`src/rtl/core/gpsu_pkg.sv`:
```
// Shared types, constants and width helpers for the GPS-time-to-UTC date converter.
package gpsu_pkg;

  // Pipeline depth: four stages of second splitting, eight of calendar math
  localparam int NUM_STAGES   = 12;
  localparam int SPLIT_STAGES = 4;

  typedef logic [NUM_STAGES-1:0] stage_en_t;

  typedef logic        [15:0] week_t;
  typedef logic        [39:0] sow_t;
  typedef logic signed [7:0]  offset_t;
  typedef logic        [11:0] year_t;
  typedef logic        [3:0]  month_t;
  typedef logic        [4:0]  day_t;
  typedef logic        [4:0]  hour_t;
  typedef logic        [5:0]  minute_t;
  typedef logic        [25:0] second_t;

  localparam offset_t OFFSET_RESET = 8'sd18;
  localparam int      SECS_PER_DAY = 86400;

  // Days from 0000-03-01 to 1970-01-01 plus days from 1970 to the GPS epoch,
  // less the one day that biases the seconds remainder positive
  localparam int DAY_BIAS = 723124;

  // Width of the fraction path; at least one bit so the vector exists
  function automatic int frac_width(int frac_bits);
    return (frac_bits > 0) ? frac_bits : 1;
  endfunction

  // Width of the biased whole-second sum inside the week
  function automatic int shift_width(int frac_bits);
    int siw;
    siw = 40 - frac_bits;
    return ((siw > 17) ? siw : 17) + 1;
  endfunction

  // Width of the day count shifted to the March-based civil epoch
  function automatic int day_width(int frac_bits);
    int qw;
    qw = shift_width(frac_bits) - 16;
    return ((qw > 21) ? qw : 21) + 1;
  endfunction

endpackage

```
`src/rtl/core/gpsu_if.sv`:
```
// Valid/ready channel interfaces for the GPS time input and the UTC date output.
interface gpsu_in_if;
  import gpsu_pkg::*;
  logic  valid;
  logic  ready;
  week_t week_number;
  sow_t  week_seconds;

  modport source (output valid, week_number, week_seconds, input ready);
  modport sink   (input valid, week_number, week_seconds, output ready);
endinterface

interface gpsu_out_if;
  import gpsu_pkg::*;
  logic    valid;
  logic    ready;
  year_t   year_out;
  month_t  month_out;
  day_t    day_out;
  hour_t   hour_out;
  minute_t minute_out;
  second_t second_out;

  modport source (output valid, year_out, month_out, day_out, hour_out, minute_out,
                  second_out, input ready);
  modport sink   (input valid, year_out, month_out, day_out, hour_out, minute_out,
                  second_out, output ready);
endinterface

```
`src/rtl/core/gpsu_day_split.sv`:
```
// Stages 1-4: form the UTC second count and split it into civil day number and second of day.
module gpsu_day_split #(
  parameter int FRAC_BITS = 20,
  localparam int FW = gpsu_pkg::frac_width(FRAC_BITS),
  localparam int ZW = gpsu_pkg::day_width(FRAC_BITS)
) (
  input  logic               clk,
  input  gpsu_pkg::stage_en_t en,
  input  gpsu_pkg::offset_t   offset,
  input  gpsu_pkg::week_t     week,
  input  gpsu_pkg::sow_t      sow,
  output logic [ZW-1:0]      z,
  output logic [16:0]        sod,
  output logic [FW-1:0]      frac
);
  import gpsu_pkg::*;

  localparam int XW  = shift_width(FRAC_BITS);
  localparam int XSW = XW - 7;
  localparam int KQ  = XSW + 10;
  localparam int QW  = XSW - 9;
  localparam int LOW = XSW / 2;
  localparam int HIW = XSW - LOW;
  localparam int PW  = 2 * XSW + 1;
  // Reciprocal of 675, exact for every XSW-bit dividend
  localparam logic [XSW:0] MQ = (XSW+1)'(((64'd1 << KQ) + 64'd674) / 64'd675);
  localparam logic [39:0]  FRAC_MASK = (40'd1 << FRAC_BITS) - 40'd1;

  logic [XW-1:0]      x1, x_next;
  logic [20:0]        wk1, wk_next;
  logic [FW-1:0]      frac1, frac2, frac3;
  logic [LOW+XSW:0]   plo2;
  logic [HIW+XSW:0]   phi2;
  logic [XSW-1:0]     xs2, xs3;
  logic [6:0]         lo7_2, lo7_3;
  logic [20:0]        wk2, wk3;
  logic [PW-1:0]      prod3;
  logic [QW-1:0]      q3;
  logic [XSW-1:0]     rem4;

  // Bias seconds-in-week by one day so subtracting the leap offset never goes negative
  always_comb begin
    x_next  = XW'(sow >> FRAC_BITS) + XW'(SECS_PER_DAY) - XW'(offset);
    wk_next = 21'(week) * 21'd7 + 21'(DAY_BIAS);
  end

  always_ff @(posedge clk) begin
    if (en[0]) begin
      x1    <= x_next;
      wk1   <= wk_next;
      frac1 <= FW'(sow & FRAC_MASK);
    end
  end

  // Split off the factor 128 of 86400; multiply the rest by 1/675 in two halves
  always_ff @(posedge clk) begin
    if (en[1]) begin
      plo2  <= (LOW+XSW+1)'(x1[LOW+6:7]) * (LOW+XSW+1)'(MQ);
      phi2  <= (HIW+XSW+1)'(x1[XW-1:LOW+7]) * (HIW+XSW+1)'(MQ);
      xs2   <= x1[XW-1:7];
      lo7_2 <= x1[6:0];
      wk2   <= wk1;
      frac2 <= frac1;
    end
  end

  // Combine the partial products into the day quotient
  assign prod3 = (PW'(phi2) << LOW) + PW'(plo2);

  always_ff @(posedge clk) begin
    if (en[2]) begin
      q3    <= prod3[PW-1:KQ];
      xs3   <= xs2;
      lo7_3 <= lo7_2;
      wk3   <= wk2;
      frac3 <= frac2;
    end
  end

  // Remainder gives the second of day; quotient plus week days gives the civil day
  assign rem4 = xs3 - XSW'(q3) * XSW'(675);

  always_ff @(posedge clk) begin
    if (en[3]) begin
      sod  <= {rem4[9:0], lo7_3};
      z    <= ZW'(q3) + ZW'(wk3);
      frac <= frac3;
    end
  end

endmodule

```
`src/rtl/core/gpsu_civil.sv`:
```
// Stages 5-12: turn the March-based day number into proleptic Gregorian year, month, day.
module gpsu_civil #(
  parameter int FRAC_BITS = 20,
  localparam int ZW = gpsu_pkg::day_width(FRAC_BITS)
) (
  input  logic               clk,
  input  gpsu_pkg::stage_en_t en,
  input  logic [ZW-1:0]      z,
  output gpsu_pkg::year_t     year,
  output gpsu_pkg::month_t    month,
  output gpsu_pkg::day_t      day
);
  import gpsu_pkg::*;

  localparam int EW = ZW - 17;
  localparam int KE = ZW + 18;
  localparam int PE = 2 * ZW + 1;
  localparam logic [ZW:0] ME   = (ZW+1)'(((64'd1 << KE) + 64'd146096) / 64'd146097);
  localparam logic [18:0] MA   = 19'(((64'd1 << 29) + 64'd1459) / 64'd1460);
  localparam logic [18:0] MB   = 19'(((64'd1 << 34) + 64'd36523) / 64'd36524);
  localparam logic [18:0] MY   = 19'(((64'd1 << 27) + 64'd364) / 64'd365);
  localparam logic [9:0]  M100 = 10'(((64'd1 << 16) + 64'd99) / 64'd100);
  localparam logic [11:0] M153 = 12'(((64'd1 << 19) + 64'd152) / 64'd153);
  localparam logic [11:0] M5   = 12'(((64'd1 << 14) + 64'd4) / 64'd5);

  logic [PE-1:0] pe;
  logic [EW-1:0] era5, era6, era7, era8, era9, era10, era11;
  logic [ZW-1:0] z5;
  logic [17:0]   doe6, doe7, doe8, doe9;
  logic [36:0]   pa, pb, py;
  logic [6:0]    a7;
  logic [2:0]    b7;
  logic          c7;
  logic [17:0]   t8;
  logic [8:0]    yoe9, yoe10, yoe11;
  logic [18:0]   pc;
  logic [17:0]   doy_full;
  logic [8:0]    doy10, doy11;
  logic [10:0]   v11, w12;
  logic [22:0]   pm, pd;
  logic [3:0]    mp11;
  logic [8:0]    dq12;
  logic [3:0]    month_next;
  logic [11:0]   year_next;

  // Era of 400 years
  assign pe = PE'(z) * PE'(ME);

  always_ff @(posedge clk) begin
    if (en[4]) begin
      era5 <= pe[KE+EW-1:KE];
      z5   <= z;
    end
  end

  // Day within the era
  always_ff @(posedge clk) begin
    if (en[5]) begin
      doe6 <= 18'(z5 - ZW'(era5) * ZW'(146097));
      era6 <= era5;
    end
  end

  // Leap corrections of the day of era
  assign pa = 37'(doe6) * 37'(MA);
  assign pb = 37'(doe6) * 37'(MB);

  always_ff @(posedge clk) begin
    if (en[6]) begin
      a7   <= pa[35:29];
      b7   <= pb[36:34];
      c7   <= (doe6 == 18'd146096);
      doe7 <= doe6;
      era7 <= era6;
    end
  end

  always_ff @(posedge clk) begin
    if (en[7]) begin
      t8   <= doe7 - 18'(a7) + 18'(b7) - 18'(c7);
      doe8 <= doe7;
      era8 <= era7;
    end
  end

  // Year of era
  assign py = 37'(t8) * 37'(MY);

  always_ff @(posedge clk) begin
    if (en[8]) begin
      yoe9 <= py[35:27];
      doe9 <= doe8;
      era9 <= era8;
    end
  end

  // Day of the March-based year
  assign pc       = 19'(yoe9) * 19'(M100);
  assign doy_full = doe9 - (18'(yoe9) * 18'd365 + 18'(yoe9[8:2]) - 18'(pc[17:16]));

  always_ff @(posedge clk) begin
    if (en[9]) begin
      doy10 <= doy_full[8:0];
      yoe10 <= yoe9;
      era10 <= era9;
    end
  end

  // March-based month
  assign v11 = 11'(doy10) * 11'd5 + 11'd2;
  assign pm  = 23'(v11) * 23'(M153);

  always_ff @(posedge clk) begin
    if (en[10]) begin
      mp11  <= pm[22:19];
      doy11 <= doy10;
      yoe11 <= yoe10;
      era11 <= era10;
    end
  end

  // Day of month, January-based month and calendar year
  assign w12 = 11'(mp11) * 11'd153 + 11'd2;
  assign pd  = 23'(w12) * 23'(M5);
  assign dq12 = pd[22:14];

  always_comb begin
    month_next = (mp11 < 4'd10) ? mp11 + 4'd3 : mp11 - 4'd9;
    year_next  = 12'(era11) * 12'd400 + 12'(yoe11) + 12'(month_next <= 4'd2);
  end

  always_ff @(posedge clk) begin
    if (en[11]) begin
      day   <= 5'(doy11 - dq12 + 9'd1);
      month <= month_next;
      year  <= year_next;
    end
  end

endmodule

```
`src/rtl/core/gpsu_tod.sv`:
```
// Stages 5-12: split the second of day into hour, minute and fixed-point second.
module gpsu_tod #(
  parameter int FRAC_BITS = 20,
  localparam int FW = gpsu_pkg::frac_width(FRAC_BITS)
) (
  input  logic               clk,
  input  gpsu_pkg::stage_en_t en,
  input  logic [16:0]        sod,
  input  logic [FW-1:0]      frac,
  output gpsu_pkg::hour_t     hour,
  output gpsu_pkg::minute_t   minute,
  output gpsu_pkg::second_t   second
);
  import gpsu_pkg::*;

  localparam int SW = 6 + FRAC_BITS;
  localparam int DLY = 3;
  localparam logic [17:0] MH = 18'(((64'd1 << 29) + 64'd3599) / 64'd3600);
  localparam logic [12:0] MM = 13'(((64'd1 << 18) + 64'd59) / 64'd60);

  logic [34:0]   ph;
  logic [24:0]   pm;
  logic [4:0]    hour5, hour6, hour7, hour8;
  logic [16:0]   sod5;
  logic [11:0]   mr6, mr7;
  logic [5:0]    minute7, minute8, sec8;
  logic [FW-1:0] frac5, frac6, frac7, frac8;
  logic [4:0]    hour_d   [DLY];
  logic [5:0]    minute_d [DLY];
  logic [5:0]    sec_d    [DLY];
  logic [FW-1:0] frac_d   [DLY];

  // Hour of day
  assign ph = 35'(sod) * 35'(MH);

  always_ff @(posedge clk) begin
    if (en[4]) begin
      hour5 <= ph[33:29];
      sod5  <= sod;
      frac5 <= frac;
    end
  end

  always_ff @(posedge clk) begin
    if (en[5]) begin
      mr6   <= 12'(sod5 - 17'(hour5) * 17'd3600);
      hour6 <= hour5;
      frac6 <= frac5;
    end
  end

  // Minute of hour
  assign pm = 25'(mr6) * 25'(MM);

  always_ff @(posedge clk) begin
    if (en[6]) begin
      minute7 <= pm[23:18];
      mr7     <= mr6;
      hour7   <= hour6;
      frac7   <= frac6;
    end
  end

  always_ff @(posedge clk) begin
    if (en[7]) begin
      sec8    <= 6'(mr7 - 12'(minute7) * 12'd60);
      minute8 <= minute7;
      hour8   <= hour7;
      frac8   <= frac7;
    end
  end

  // Hold the time fields until the calendar path catches up
  always_ff @(posedge clk) begin
    if (en[8]) begin
      hour_d[0]   <= hour8;
      minute_d[0] <= minute8;
      sec_d[0]    <= sec8;
      frac_d[0]   <= frac8;
    end
    for (int k = 1; k < DLY; k++) begin
      if (en[8+k]) begin
        hour_d[k]   <= hour_d[k-1];
        minute_d[k] <= minute_d[k-1];
        sec_d[k]    <= sec_d[k-1];
        frac_d[k]   <= frac_d[k-1];
      end
    end
  end

  // Place whole seconds above the kept fraction
  always_ff @(posedge clk) begin
    if (en[11]) begin
      hour   <= hour_d[DLY-1];
      minute <= minute_d[DLY-1];
      second <= 26'((SW'(sec_d[DLY-1]) << FRAC_BITS) | SW'(frac_d[DLY-1]));
    end
  end

endmodule

```
`src/rtl/core/gps_week_seconds_to_utc_date_top.sv`:
```
// Top level: GPS week and seconds-of-week to UTC calendar date and time of day.
//
//  channel    dir  handshake     payload
//  gps_time   in   valid/ready   week_number[15:0], week_seconds[39:0] (FRAC_BITS fraction)
//  utc_date   out  valid/ready   year/month/day, hour/minute, second_out[25:0] (fixed point)
//  cfg        in   cfg_we        cfg_wdata[7:0]: GPS-UTC leap seconds, signed
//
// Twelve register stages; one item is accepted per cycle while the output is not stalled.
// Each stage keeps its own valid bit; the last stage is the output register.
// Reset clears every valid bit and loads the leap-second offset with 18.
// A stall at the output holds the last stage; earlier items keep moving into
// empty stages, so input ready drops only when the whole pipeline is full.
module gps_week_seconds_to_utc_date_top #(
  parameter int FRAC_BITS = 20
) (
  input logic             clk,
  input logic             rst,
  gpsu_in_if.sink         gps_time,
  gpsu_out_if.source      utc_date,
  input logic             cfg_we,
  input logic [7:0]       cfg_wdata
);
  import gpsu_pkg::*;

  localparam int FW = frac_width(FRAC_BITS);
  localparam int ZW = day_width(FRAC_BITS);

  offset_t             gps_utc_offset;
  logic [NUM_STAGES-1:0] vld;
  logic [NUM_STAGES-1:0] vld_in;
  logic [NUM_STAGES:0]   rdy;
  stage_en_t           en;
  logic [ZW-1:0]       z;
  logic [16:0]         sod;
  logic [FW-1:0]       frac;

  // Leap-second register
  always_ff @(posedge clk) begin
    if (rst) begin
      gps_utc_offset <= OFFSET_RESET;
    end else if (cfg_we) begin
      gps_utc_offset <= offset_t'(cfg_wdata);
    end
  end

  // A stage loads when it is empty or its successor moves
  always_comb begin
    rdy[NUM_STAGES] = utc_date.ready;
    for (int i = NUM_STAGES - 1; i >= 0; i--) begin
      rdy[i] = ~vld[i] | rdy[i+1];
    end
  end

  assign en     = rdy[NUM_STAGES-1:0];
  assign vld_in = {vld[NUM_STAGES-2:0], gps_time.valid};

  // Advance valid bits with their data
  always_ff @(posedge clk) begin
    if (rst) begin
      vld <= '0;
    end else begin
      vld <= (en & vld_in) | (~en & vld);
    end
  end

  assign gps_time.ready = rdy[0];
  assign utc_date.valid = vld[NUM_STAGES-1];

  gpsu_day_split #(.FRAC_BITS(FRAC_BITS)) u_day_split (
    .clk    (clk),
    .en     (en),
    .offset (gps_utc_offset),
    .week   (gps_time.week_number),
    .sow    (gps_time.week_seconds),
    .z      (z),
    .sod    (sod),
    .frac   (frac)
  );

  gpsu_civil #(.FRAC_BITS(FRAC_BITS)) u_civil (
    .clk   (clk),
    .en    (en),
    .z     (z),
    .year  (utc_date.year_out),
    .month (utc_date.month_out),
    .day   (utc_date.day_out)
  );

  gpsu_tod #(.FRAC_BITS(FRAC_BITS)) u_tod (
    .clk    (clk),
    .en     (en),
    .sod    (sod),
    .frac   (frac),
    .hour   (utc_date.hour_out),
    .minute (utc_date.minute_out),
    .second (utc_date.second_out)
  );

  // An empty output register never blocks the input
  a_empty_ready: assert property (@(posedge clk) disable iff (rst)
    !utc_date.valid |-> gps_time.ready)
    else $error("input stalled while output register empty");

  // An accepted item occupies the first stage on the next cycle
  a_accept_loads: assert property (@(posedge clk) disable iff (rst)
    gps_time.valid && gps_time.ready |=> vld[0])
    else $error("accepted item lost at first stage");

  // Calendar fields stay in range
  a_date_range: assert property (@(posedge clk) disable iff (rst)
    utc_date.valid |-> (utc_date.month_out >= 4'd1 && utc_date.month_out <= 4'd12 &&
                        utc_date.day_out >= 5'd1))
    else $error("month or day out of range");

  // Time of day stays in range
  a_time_range: assert property (@(posedge clk) disable iff (rst)
    utc_date.valid |-> (utc_date.hour_out <= 5'd23 && utc_date.minute_out <= 6'd59))
    else $error("hour or minute out of range");

endmodule
```
`src/flat_wrapper.sv`:
```
// flat-port wrapper written by rule: the top's interface ports become plain ports
module gps_week_seconds_to_utc_date_top_flat import gpsu_pkg::*;
#(
  parameter int FRAC_BITS = 20
)
  (clk, rst, cfg_we, cfg_wdata, gps_time_valid, gps_time_week_number, gps_time_week_seconds, gps_time_ready, utc_date_valid, utc_date_year_out, utc_date_month_out, utc_date_day_out, utc_date_hour_out, utc_date_minute_out, utc_date_second_out, utc_date_ready);
  gpsu_in_if gps_time_i ();
  gpsu_out_if utc_date_i ();
  input logic clk;
  input logic rst;
  input logic cfg_we;
  input logic [7:0] cfg_wdata;
  input wire logic [$bits(gps_time_i.valid)-1:0] gps_time_valid;
  input wire logic [$bits(gps_time_i.week_number)-1:0] gps_time_week_number;
  input wire logic [$bits(gps_time_i.week_seconds)-1:0] gps_time_week_seconds;
  output wire logic [$bits(gps_time_i.ready)-1:0] gps_time_ready;
  output wire logic [$bits(utc_date_i.valid)-1:0] utc_date_valid;
  output wire logic [$bits(utc_date_i.year_out)-1:0] utc_date_year_out;
  output wire logic [$bits(utc_date_i.month_out)-1:0] utc_date_month_out;
  output wire logic [$bits(utc_date_i.day_out)-1:0] utc_date_day_out;
  output wire logic [$bits(utc_date_i.hour_out)-1:0] utc_date_hour_out;
  output wire logic [$bits(utc_date_i.minute_out)-1:0] utc_date_minute_out;
  output wire logic [$bits(utc_date_i.second_out)-1:0] utc_date_second_out;
  input wire logic [$bits(utc_date_i.ready)-1:0] utc_date_ready;
  assign gps_time_i.valid = gps_time_valid;
  assign gps_time_i.week_number = gps_time_week_number;
  assign gps_time_i.week_seconds = gps_time_week_seconds;
  assign gps_time_ready = gps_time_i.ready;
  assign utc_date_valid = utc_date_i.valid;
  assign utc_date_year_out = utc_date_i.year_out;
  assign utc_date_month_out = utc_date_i.month_out;
  assign utc_date_day_out = utc_date_i.day_out;
  assign utc_date_hour_out = utc_date_i.hour_out;
  assign utc_date_minute_out = utc_date_i.minute_out;
  assign utc_date_second_out = utc_date_i.second_out;
  assign utc_date_i.ready = utc_date_ready;
  gps_week_seconds_to_utc_date_top #(.FRAC_BITS(FRAC_BITS)) u_core (.clk(clk), .rst(rst), .gps_time(gps_time_i), .utc_date(utc_date_i), .cfg_we(cfg_we), .cfg_wdata(cfg_wdata));
endmodule
```
`config.mk`:
```
export PLATFORM = sky130hd
export DESIGN_NAME = gps_week_seconds_to_utc_date_top_flat
export DESIGN_NICKNAME = d
export VERILOG_FILES = /design/src/rtl/core/gpsu_pkg.sv /design/src/rtl/core/gpsu_if.sv /design/src/rtl/core/gpsu_day_split.sv /design/src/rtl/core/gpsu_civil.sv /design/src/rtl/core/gpsu_tod.sv /design/src/rtl/core/gps_week_seconds_to_utc_date_top.sv /design/src/flat_wrapper.sv
export SDC_FILE = /design/constraint.sdc
export NUM_CORES = 2
export LEC_CHECK = 0
export ABC_AREA = 1
export BUFFER_PORTS_ARGS = -buffer_cell sky130_fd_sc_hd__buf_2
export CORE_MARGIN = 1
export CORE_UTILIZATION = 55
export DETAILED_ROUTE_END_ITERATION = 12
export PLACE_DENSITY = 0.71
export SYNTH_ARGS = -nofsm -noshare
export SYNTH_HDL_FRONTEND = slang
export SYNTH_SLANG_ARGS = --single-unit
```
`constraint.sdc`:
```
create_clock -name clk -period 8.9 [get_ports clk]
set_clock_uncertainty 0.05 [all_clocks]
set_input_delay 1.335 -clock clk [delete_from_list [all_inputs] [get_ports clk]]
set_output_delay 1.335 -clock clk [all_outputs]
set_load 0.005 [all_outputs]
```
# Yosys cells after proc, flatten, opt, wreduce, memory -nomap -nowiden
# Memory sizes are Yosys's and may differ from the RTL's. A register that Yosys moved wholly into a read port is not among the register bits.
# Index checks and enable logic that the tools add are counted.
dict set report word_totals {
  reg_bits 676
  ram_bits 111
  out_inout_bits 60
  wordCells 145
  mem_count 4
}
dict set report op_classes {
  addsub 23
  n_mul 20
  magnitude_cmp 2
  n_eq_ne 1
  mux 7
  bitwise 29
}
# name words word_bits read_ports rd_clocked_by_memory_dff write_ports line_no
set mem_list {}
lappend mem_list {u_core.u_tod.frac_d 3 20 3 0 3 gpsu_tod.sv:31} ;# logic [FW-1:0] frac_d [DLY];
lappend mem_list {u_core.u_tod.minute_d 3 6 3 1 3 gpsu_tod.sv:29} ;# logic [5:0] minute_d [DLY];
lappend mem_list {u_core.u_tod.sec_d 3 6 3 0 3 gpsu_tod.sv:30} ;# logic [5:0] sec_d [DLY];
lappend mem_list {u_core.u_tod.hour_d 3 5 3 1 3 gpsu_tod.sv:28} ;# logic [4:0] hour_d [DLY];
# operator n
set op_table {}
lappend op_table {{$mul 18x16->33 const B} 2}
lappend op_table {{$mul 22x22->44 const B} 1}
lappend op_table {{$mul 7x12->19 const B} 2}
lappend op_table {{$mul 18x19->37 const B} 1}
lappend op_table {{$mul 17x18->34 const B} 1}
lappend op_table {{$add 29x22->29} 1}
lappend op_table {{$or 26x20->26} 1}
lappend op_table {{$and 12x12->12} 2}
lappend op_table {{$mul 11x12->23 const B} 1}
lappend op_table {{$mul 12x12->23 const B} 1}
lappend op_table {{$add 11x2->11 const B} 2}
lappend op_table {{$add 5x21->22} 1}
lappend op_table {{$add 19x20->21 const B} 1}
lappend op_table {{$add 20x17->21 const B} 1}
lappend op_table {{$sub 21x21->21} 1}
lappend op_table {{$mul 11x12->19 const B} 1}
lappend op_table {{$mul 16x3->19 const B} 1}
lappend op_table {{$add 18x3->18} 1}
lappend op_table {{$eq 18x18->1 const B} 1}
lappend op_table {{$mul 5x18->18 const B} 1}
lappend op_table {{$sub 18x1->18} 1}
lappend op_table {{$sub 18x18->18} 1}
lappend op_table {{$sub 18x7->18} 1}
lappend op_table {{$mul 9x6->14 const B} 1}
lappend op_table {{other kinds (27)} 54}

# Depth between registers and ports, before layout
dict set report logic_depth {
  depth_word 16
  mapped_depth 40
}

# By module
# Synthesis repeated with hierarchy kept, for this count alone.
dict set report hier_totals {
  hier_cells 7380
  area_unflattened_um2 74924.4
}
# mod instances cells_each area_each_um2 seq_area_each_um2
set modules_own_cells {}
lappend modules_own_cells {gpsu_civil 1 4521 42296.8 6065.8}
lappend modules_own_cells {gpsu_day_split 1 1574 15924.0 8167.8}
lappend modules_own_cells {gpsu_tod 1 1197 15919.0 8888.5}
lappend modules_own_cells {gps_week_seconds_to_utc_date_top 1 88 784.5 400.4}

# Worst setup path before layout
# No wires, ideal clock.
dict set report synth_path {
  path_kind {reg-to-reg}
  startpoint {reg u_core.u_civil.mp11[2]}
  endpoint {reg u_core.u_civil.day[4], data pin}
  setup_time_ns 0.252
  arrival_ns 6.629
  required_time_ns 8.598
  setup_slack_ns 1.969
  stages_incl_launch_ff 33
  path_buffers 0
  synth_period_minus_slack_ns 6.931
  path_cell_list {edfxtp_1 > inv_1 > ha_1 > ha_1 > or2_2 > ha_1 > nand2_1 > nor2_1 > nand3_1 > nand4_1 > xor2_1 > ha_1 > fa_1 > fa_1 > fa_1 > fa_1 > inv_1 > ha_1 > a21o_1 > nor2_1 > nor2_1 > nor2_1 > nand2_1 > nand2_1 > nand2_1 > ha_1 > ha_1 > a21oi_1 > nand2_1 > xor2_1 > nand3b_1 > nand3_1 > nand2_1}
}
dict set report synth_via {
  elab_chain_cells 5
}
# item line_no
set synth_rtl {}
lappend synth_rtl {{from (decl)} gpsu_civil.sv:41} ;# logic [3:0] mp11;
lappend synth_rtl {{from (signal assigned)} gpsu_civil.sv:115} ;# mp11 <= pm[22:19];
lappend synth_rtl {{$mul 4x8->11} gpsu_civil.sv:123} ;# assign w12 = 11'(mp11) * 11'd153 + 11'd2;
lappend synth_rtl {{$add 11x2->11} gpsu_civil.sv:123}
lappend synth_rtl {{$mul 11x12->19} gpsu_civil.sv:124} ;# assign pd = 23'(w12) * 23'(M5);
lappend synth_rtl {{$sub 5x5->5} gpsu_civil.sv:134} ;# day <= 5'(doy11 - dq12 + 9'd1);
lappend synth_rtl {{$add 5x1->5} gpsu_civil.sv:134}
lappend synth_rtl {{to (signal assigned)} gpsu_civil.sv:134}
lappend synth_rtl {{to (decl)} gpsu_civil.sv:11} ;# output gpsu_pkg::day_t day
# No other way between the ends.
# A chain may end at the register's enable or synchronous reset.

# Worst setup path in the final report
# Same ends and word-level chain as after synthesis.

==> results.json <==
{
  "path_class": "register to register",
  "synthAdderAreaFrac_pct": 43.43,
  "r2r-end": "u_core.u_civil.day[4]$_DFFE_PP_",
  "pin_count": 129,
  "grt_max_degree": 72,
  "layoutNonFillerInstCount": 8843,
  "ys_warn_count": 0,
  "max_cap_violations": 0,
  "cts_resized": 0,
  "hold_path_startpoint": "u_core.u_tod.frac_d[0][4]$_DFFE_PP_",
  "worst_path_largest_cell_delay_ps": 620,
  "ant_nets": 0,
  "cp-endpoint": "u_core.u_civil.day[4]$_DFFE_PP_",
  "synthTopCellsByArea": "edfxtp_1, ha_1, fa_1",
  "synthMuxAreaShare_pct": 0,
  "layout-drive-gt1-share_pct": 4.684,
  "grt_util_met1_pct": 29.63,
  "worst_slew_pin_slew_ps": 937.1,
  "final_nets": 9189,
  "detail_route.wl_per_cell_um": 16.81,
  "final-hold-violation-count": 0,
  "dieHeight_um": 366.3,
  "yosys.area_share.simple_pct": 8.692,
  "synth_top_family_by_area": "adder cells",
  "die_w_um": 366.3,
  "first_iter_violations": 2345,
  "synth-edff-count": 770,
  "clock_latency_ps": 700,
  "diodes": 0,
  "reg2reg_depth": 33,
  "grt_use_met2_pct": 41.27,
  "ys_seq_elements": 790,
  "avgSynthCellArea_um2": 10.75,
  "synth_largest_area_cell": "edfxtp_1",
  "wl_um": 148600,
  "grt_pass1_vias": 49260,
  "clockBufferDepth": 3,
  "dr.pass1.iters": 6,
  "synth_area_um2": 73010,
  "async_flop_share_pct": 0,
  "met3_usage_pct": 2.736,
  "worstHoldPathType": "register to register",
  "fin_crit_sh_pct": 85.40,
  "worstPathRequired_ps": 9280,
  "cts_hold_buf": 0,
  "cts_root_buffer": "clkbuf_16",
  "slew_violations": 0,
  "status": "finished, final reports clean",
  "yosys-top-cells-count": "inv_1, ha_1, nand2_1",
  "synth_compound_area_share_pct": 4.867,
  "setup_tns_ps": 0,
  "grtUsageTotal_pct": 22.99,
  "maxSlewHeadroom_pct": 37.53,
  "tritoncts.num_buffers": 84,
  "cts_tree": "built",
  "dpl.cell_count": 8692,
  "synth_flop_cell": "edfxtp_1",
  "pre_cts_slack_ps": 1306,
  "yosysTopAreaCellShare_pct": 31.67,
  "arrival_ps": 7980,
  "startpoint": "u_core.u_civil.mp11[2]$_DFFE_PP_",
  "yosysMostFrequentCell": "inv_1",
  "r2r_slack_ps": 1300,
  "vias": 46380,
  "setup_ws_ps": 1300,
  "port_buffers": 128,
  "overflow": 0,
  "cts_max_level": 3,
  "start_util_pct": 55.47,
  "rsz0062_at_grt": "false",
  "num_rows": 133,
  "synth_nets": 8955,
  "areaGrowthSynthToFinish_pct": 8.012,
  "coreArea_um2": 131600,
  "via_per_inst": 5.245,
  "cts_setup_buffers": 0,
  "worstPathMaxFanout": 10,
  "antenna_found_initial": 1,
  "ys_seq_area_share_pct": 32.22,
  "path_clk_slew_ps": 70,
  "postSynthCellCount": 6789,
  "end_kind": "register",
  "gp_congestion": 0.9600,
  "worst_setup_path_start_kind": "register",
  "synth-xor-area-share_pct": 2.841,
  "postLayoutCoreUtil_pct": 59.91,
  "cts_sinks": 790,
  "r2r_start": "u_core.u_civil.mp11[2]$_DFFE_PP_",
  "ys_types": 48,
  "critical-path-slowest-cell": "fa_1",
  "grt_pass1_wl_um": 247200,
  "finalCriticalPeriod_ps": 7600,
  "busiest_layer": "met2",
  "drc": 0,
  "die_area_um2": 134200,
  "fmax_mhz": 131.6,
  "dp_hpwl_um": 124500,
  "setup_viol": 0
}
## worst max-delay path: cells and delay by family, from the launching register on
family          cells  cell delay [ps]
compound gates      1              140
simple gates       17             1760
flops               1              550
xor+xnor            2              510
buf+inv             2              150
fa+ha+maj          11             4180
## layer usage
| layer | vias up | wire length, um |
|---|---|---|
| met5 | - | 0 |
| met4 | 0 | 3031 |
| met3 | 198 | 5628 |
| met2 | 857 | 75100 |
| met1 | 22640 | 64850 |
| li1 | 22690 | - |
## worst min-delay path by stage
stage / to / slack, ps / cells past startpoint
CTS: u_core.u_tod.frac8[5]$_DFFE_PP_ / 350 / 0
detailed placement: u_core.u_civil.era11[4]$_DFFE_PP_ / 350 / 0
floorplan: u_core.u_civil.doe9[0]$_DFFE_PP_ / 350 / 0
finish: u_core.u_tod.frac_d[0][24]$_DFFE_PP_ / 360 / 0
global placement: u_core.u_day_split.wk3[7]$_DFFE_PN_ / 350 / 0
global route: u_core.u_tod.frac6[12]$_DFFE_PN_ / 360 / 0
## sequential cells by signal, summed over array words and instances, names as in the netlist, 21 cells and up, named ones only
name,cells
u_core.u_day_split.wk2,21
u_core.u_day_split.wk3,21
u_core.u_day_split.wk1,21
u_core.u_day_split.z,22
u_core.u_day_split.x1,21
u_core.u_tod.second,26
u_core.u_tod.frac_d,60
## cells by family (layout without fill, tap and decap cells)
| group | after synthesis | in the layout |
|---|---|---|
| flip-flops | 790 | 790 |
| XOR/XNOR | 236 | 236 |
| adder cells (fa/ha/maj) | 2097 | 2097 |
| buffers and inverters | 1546 | 1845 |
| AO/OA/AOI/OAI | 634 | 634 |
| AND/OR/NAND/NOR | 1486 | 1486 |
## through the flow
stage          cell area (um^2)  hold slack (ps)
5_1_grt                   78860            358.5
6_report                  78860            360.1
2_1_floorplan             73010            350.3
3_3_place_gp              76050            350.3
4_1_cts                   78860            352.4
3_5_place_dp              76050            354.5
## placed cells by master, fill, tap and decap left out, types with 6 or more instances in the layout
cell type and instances:
nor2_1 302, o21bai_1 26, clkbuf_16 85, buf_4 23
a21oi_1 335, nor3_1 62, nand4_1 66, or2_2 13
nand3b_1 15, fa_1 729, nand2_1 796, a21boi_0 11
o21a_1 11, clkinvlp_4 10, inv_1 1539, o21ai_0 145
nand2_2 8, bufinv_16 6, xnor2_1 82, nor4_1 22
nand3_1 178, xor2_1 153, clkinv_2 8, ha_1 1368
edfxtp_1 770, clkbuf_1 12, o211ai_1 11, a21o_1 43
clkinv_1 10, dfxtp_1 20, buf_2 128, a31oi_1 14
o31ai_1 8
## cell type report
| type | instances | area [um^2] |
|---|---|---|
| clock buffers | 99 | 2200 |
| clock inverters | 52 | 608.1 |
| fillers | 10820 | 52770 |
| inverters | 1543 | 5792 |
| multi-input cells | 4453 | 43730 |
| flip-flops and latches | 790 | 23520 |
| well taps | 1755 | 2196 |
| repair buffers | 151 | 813.3 |
Power is left out: the tool's default activity adds up to more than one toggle a clock period on the data nets, which glitch-free logic cannot reach.
